<file path="config.mk">
export PLATFORM = sky130hd
export DESIGN_NAME = c85x_front_flat
export DESIGN_NICKNAME = d
export VERILOG_FILES = /design/src/hdl/c85x_pkg.sv /design/src/hdl/c85x_if.sv /design/src/hdl/c85x_front.sv /design/src/flat_wrapper.sv
export SDC_FILE = /design/constraint.sdc
export NUM_CORES = 1
export LEC_CHECK = 0
export BUFFER_PORTS_ARGS = -buffer_cell sky130_fd_sc_hd__buf_2
export CAP_MARGIN = 5
export CORE_MARGIN = 3
export CORE_UTILIZATION = 47
export DETAILED_ROUTE_END_ITERATION = 6
export GPL_ROUTABILITY_DRIVEN = 0
export PLACE_DENSITY = 0.76
export SLEW_MARGIN = 5
export SYNTH_ARGS = -nofsm -noshare
export SYNTH_HDL_FRONTEND = slang
export SYNTH_SLANG_ARGS = --single-unit
</file>
<file path="constraint.sdc">
create_clock -name clk -period 2.9 [get_ports clk]
set_clock_uncertainty 0.1 [all_clocks]
set_input_delay 0.87 -clock clk [delete_from_list [all_inputs] [get_ports clk]]
set_output_delay 0.87 -clock clk [all_outputs]
set_load 0.05 [all_outputs]
</file>
<file path="src/hdl/c85x_pkg.sv">
package c85x_pkg;

	typedef enum logic [4:0] {
		OP_MOV  = 5'd0,
		OP_MVI  = 5'd1,
		OP_LDA  = 5'd2,
		OP_STA  = 5'd3,
		OP_LXI  = 5'd4,
		OP_LHLD = 5'd5,
		OP_SHLD = 5'd6,
		OP_STAX = 5'd7,
		OP_XCHG = 5'd8,
		OP_ADD  = 5'd9,
		OP_ADI  = 5'd10,
		OP_INR  = 5'd11,
		OP_INX  = 5'd12,
		OP_DAD  = 5'd13,
		OP_SUB  = 5'd14,
		OP_SUI  = 5'd15,
		OP_DCR  = 5'd16,
		OP_DCX  = 5'd17,
		OP_CMA  = 5'd18,
		OP_CMP  = 5'd19
	} op_t;

	localparam logic [2:0] REG_A = 3'd0;
	localparam logic [2:0] REG_H = 3'd5;
	localparam logic [2:0] REG_L = 3'd6;
	localparam logic [2:0] REG_M = 3'd7;

	localparam logic [1:0] PAIR_BC = 2'd0;
	localparam logic [1:0] PAIR_DE = 2'd1;
	localparam logic [1:0] PAIR_HL = 2'd2;

	localparam int F_CY = 0;
	localparam int F_P  = 1;
	localparam int F_AC = 2;
	localparam int F_Z  = 3;
	localparam int F_S  = 4;

	typedef struct packed {
		logic [4:0]  mode;
		logic [2:0]  dst_reg;
		logic [2:0]  src_reg;
		logic [1:0]  pair_sel;
		logic [7:0]  imm_byte;
		logic [15:0] imm_word;
	} req_t;

	typedef struct packed {
		logic [7:0] reg_a;
		logic [7:0] reg_b;
		logic [7:0] reg_c;
		logic [7:0] reg_d;
		logic [7:0] reg_e;
		logic [7:0] reg_h;
		logic [7:0] reg_l;
		logic [4:0] flag_bits;
	} rsp_t;

	// decoded request passed from front to back
	typedef struct packed {
		req_t       req;
		logic       mem_use;   // memory touched at HL via reg index 7
		logic       two_byte;  // lhld / shld
		logic       pair_ok;
	} dec_t;

endpackage

</file>
<file path="src/hdl/c85x_if.sv">
interface c85x_req_if import c85x_pkg::*; ();
	logic valid;
	logic ready;
	req_t data;
	modport source (output valid, output data, input ready);
	modport sink (input valid, input data, output ready);
endinterface


</file>
<file path="src/hdl/c85x_front.sv">
module c85x_front import c85x_pkg::*; (
	input  logic        clk,
	input  logic        arst_n,
	c85x_req_if.sink    req,
	output logic        q_valid,
	output dec_t        q_data,
	input  logic        q_pop
);

	localparam int DEPTH = 2;

	dec_t        fifo_q [DEPTH];
	logic        wr_ptr_q, rd_ptr_q;
	logic [1:0]  cnt_q;
	dec_t        dec;
	logic        push;

	always_comb begin
		dec.req = req.data;
		dec.pair_ok = req.data.pair_sel != 2'd3;
		dec.two_byte = req.data.mode == OP_LHLD || req.data.mode == OP_SHLD;
		case (req.data.mode)
			OP_MOV:  dec.mem_use = req.data.dst_reg == REG_M || req.data.src_reg == REG_M;
			OP_MVI, OP_ADD, OP_INR, OP_SUB, OP_DCR, OP_CMP:
				dec.mem_use = req.data.dst_reg == REG_M;
			default: dec.mem_use = 1'b0;
		endcase
	end

	assign req.ready = cnt_q != 2'(DEPTH);
	assign push = req.valid && req.ready;
	assign q_valid = cnt_q != 2'd0;
	assign q_data = fifo_q[rd_ptr_q];

	always_ff @(posedge clk) begin
		if (push) fifo_q[wr_ptr_q] <= dec;
	end

	always_ff @(posedge clk or negedge arst_n) begin
		if (!arst_n) begin
			wr_ptr_q <= 1'b0;
			rd_ptr_q <= 1'b0;
			cnt_q <= 2'd0;
		end else begin
			if (push) wr_ptr_q <= ~wr_ptr_q;
			if (q_pop) rd_ptr_q <= ~rd_ptr_q;
			cnt_q <= cnt_q + 2'(push) - 2'(q_pop);
		end
	end

endmodule

</file>
<file path="src/flat_wrapper.sv">
// flat-port wrapper written by rule: the top's interface ports become plain ports
module c85x_front_flat import c85x_pkg::*;
  (clk, arst_n, q_valid, q_data, q_pop, req_valid, req_data, req_ready);
  c85x_req_if req_i ();
  input  logic clk;
  input  logic arst_n;
  output logic q_valid;
  output dec_t q_data;
  input  logic q_pop;
  input wire logic [$bits(req_i.valid)-1:0] req_valid;
  input wire logic [$bits(req_i.data)-1:0] req_data;
  output wire logic [$bits(req_i.ready)-1:0] req_ready;
  assign req_i.valid = req_valid;
  assign req_i.data = req_data;
  assign req_ready = req_i.ready;
  c85x_front u_core (.clk(clk), .arst_n(arst_n), .req(req_i), .q_valid(q_valid), .q_data(q_data), .q_pop(q_pop));
endmodule
</file>
==> impl_metrics.yaml <==
power_and_ir_drop:
  design_power_total_w: 0.00454
  seq_power_share_pct: 38.1
  leakage_nw: 1.48
  power.combinational.fraction_pct: 43.9
  power.share.switching_pct: 41.6
  irDropWorstVdd_uv: 572
  power.internal_w: 0.00265
  ratio_of_total_power_to_cell_area_nw_per_um2: 1160
  power_switching_w: 0.00189
  p_clk_share_pct: 18.0
critical_path:
  path_delay_family: "buffers and inverters"
  cp-start-kind: "register"
  cell_breakdown_of_the_critical_path: "buf_12, mux2_2, buf_2"
  critPathKind: "register to output port"
  slowest_stage: "dfrtp_2"
  worstSetupEndpointType: "output port"
  required_ps: 1930
  crit_arrival_ps: 1550
  delay_of_the_slowest_critical_path_stage_ps: 380
  critical_path.n_buffers_inverters: 2
  timing.critical_path.fanout_max: 41
timing:
  timing_max_transition_violations_final: 0
  worst_slew_pin_slew_ps: 509
  setup_viol_count_final: 0
  grt_setup_unrepaired: "no"
  finalHoldViolations: 0
  sum_neg_setup_slack_ps: 0
  fin_crit_ps: 2520
  max_clock_freq_mhz: 396
  timing.slew.headroom_pct: 66.1
  fin_crit_sh_pct: 87.0
die:
  placementRows: 29
  design.core.area_um2: 6460
  start_util_pct: 49.2
  dieWidth_um: 88.3
  die_h_um: 88.3
  io-pin-count: 83
  fp.dieArea_um2: 7790
routing:
  drtIter0Drc: 81
  wl_um: 5280
  via_count: 1654
  detail_route.drc_violations: 0
  via_density: 5.00
  post_drt_wl_per_cell_um: 15.9
  drt_first_pass_iters: 4
  drt.antenna.violating_nets: 0
logic_synthesis:
  synth.net_count: 200
  synth_area_leader_cell: "edfxtp_1"
  synth_cell_type_count: 22
  yosys_warnings: 0
  yosys-top-cells-area: "edfxtp_1 76%, mux2_2 14%, dfrtp_1 3.1%"
  synth_edf_count: 80
  synth_largest_type_area_fraction_pct: 75.5
  postSynth.asyncResetShare_pct: 4.76
  synthesis.instances: 157
  synth_flop_cell: "edfxtp_1"
  register_bit_total_from_synthesis: 84
  synth.cell_area_um2: 3180
  synth-seq-area-share_pct: 78.7
  syn_avg_cell_area_um2: 20.3
layout:
  final_cell_mix: "82 x buf_2, 80 x edfxtp_1, 40 x mux2_2, 10 x clkbuf_8, 4 x xnor2_1"
  design.final.nets: 292
  ant_diodes: 0
  area_growth_pct: 23.6
  post-route-util_pct: 60.8
  fillers: 499
  drive_above_1_share_pct: 57.9
  layout.cells.most_common: "buf_2"
clock_tree:
  worst_setup_hold_path_clk_slew_ps: 80
  cts.sink_count: 84
  cts.hold.buffers_added: 0
  post-cts-setup-buffer-count: 0
  worst_skew_pair.late_latency_ps: 330
  tritoncts: "done"
  maximum_level_of_the_cts_h_tree: 3
  post_cts.resized_instances: 0
  ctsRootBufferMaster: "clkbuf_8"
  clk_path_buf_depth: 2
  tritoncts_buffer_count: 9
grt:
  overflow: 0
  grt_usage_pct: 13.9
  grt_pass1_vias: 1746
  grt_first_pass_wirelength_um: 8140
  maximum_number_of_pins_on_one_net_before_global_route_repair: 42
  antenna_violations_before_repair: 0
outcome:
  status: "complete, no violations"
place:
  placement.io_buffers: 82
  place_hpwl_um: 3500
worst_hold_path:
  worst_hold_path_type: "primary input to asynchronous set/reset pin"
run:
  number_of_maximum_capacitance_violations: 0
==> power groups by stage <==
stage	logic [W]	registers, W	clock network, W
CTS	0.00202	0.00173	0.000849
finish	0.00199	0.00173	0.000817
floorplan	0.00158	0.00174	0
global placement	0.00202	0.00175	0
global route	0.00211	0.00176	0.000892
detailed placement	0.00202	0.00176	0
==> synthesized netlist by cell type, drive strengths merged (2+ instances only) <==
master and count:
buf 4, inv 3, xnor2 4, nor4b 2, and4bb 2, mux2 40
edfxtp 80, nor2b 2, nor2 2, ha 2, dfrtp 4, nand2 2
==> path summary, 6_finish.rpt <==
path                                  from                   end  slack [ps]  cells past startpoint
setup / recovery           u_core.rd_ptr_q             q_data[5]         380                      3
hold / removal                      arst_n       u_core.cnt_q[0]         220                      1
setup reg to reg           u_core.cnt_q[1]  u_core.fifo_q[1][19]        1200                      3
hold reg to reg            u_core.cnt_q[1]       u_core.cnt_q[1]         400                      1
max in group asynchronous           arst_n       u_core.rd_ptr_q        2340                      1
min in group clk           u_core.cnt_q[1]       u_core.cnt_q[1]         400                      1
==> cell families (layout without fill, tap and decap cells) <==
| kind of cell | count (synthesis) | in the layout | share of synthesized area, % |
|---|---|---|---|
| compound gates | 3 | 3 | 0.747 |
| buf+inv | 8 | 105 | 1.10 |
| fa+ha+maj | 2 | 2 | 0.787 |
| simple gates | 15 | 15 | 3.15 |
| mux | 40 | 40 | 14.2 |
| xor+xnor | 5 | 5 | 1.38 |
| flops | 84 | 84 | 78.7 |
==> flip-flops by register name (all words and copies together), names as in the netlist <==
register	cells
u_core.cnt_q	2
u_core.fifo_q	80
u_core.wr_ptr_q	1
u_core.rd_ptr_q	1
==> layout make-up <==
type	instances	area [um^2]	share of cell area [%]
multi-input combinational	65	652	16.6
tap	77	96.3	2.45
clock inverter	5	60.1	1.53
clock buffer	11	141	3.60
timing repair buffer	86	465	11.8
sequential	84	2500	63.7
inverter	3	11.3	0.287
==> per-stage QoR <==
stage / std cells / hold slack [ps] / cell area (um^2) / setup slack [ps]
after floorplan: 157 / 360 / 3180 / 321
after global placement: 315 / 376 / 3730 / 719
after detailed placement: 315 / 386 / 3730 / 723
after CTS: 331 / 203 / 3930 / 336
after global routing: 331 / 201 / 3930 / 294
final: 331 / 223 / 3930 / 377
==> routing by layer <==
metal	up-vias	wire length, um	part of all wire, %	global-route usage [%]
li1	798	-	-	-
met1	784	2320	44	17.1
met2	69	2440	46	22.6
met3	3	468	8.9	5.12
met4	0	56	1.1	5.36
met5	-	0	0	0
Power figures use the tool's default switching activity.
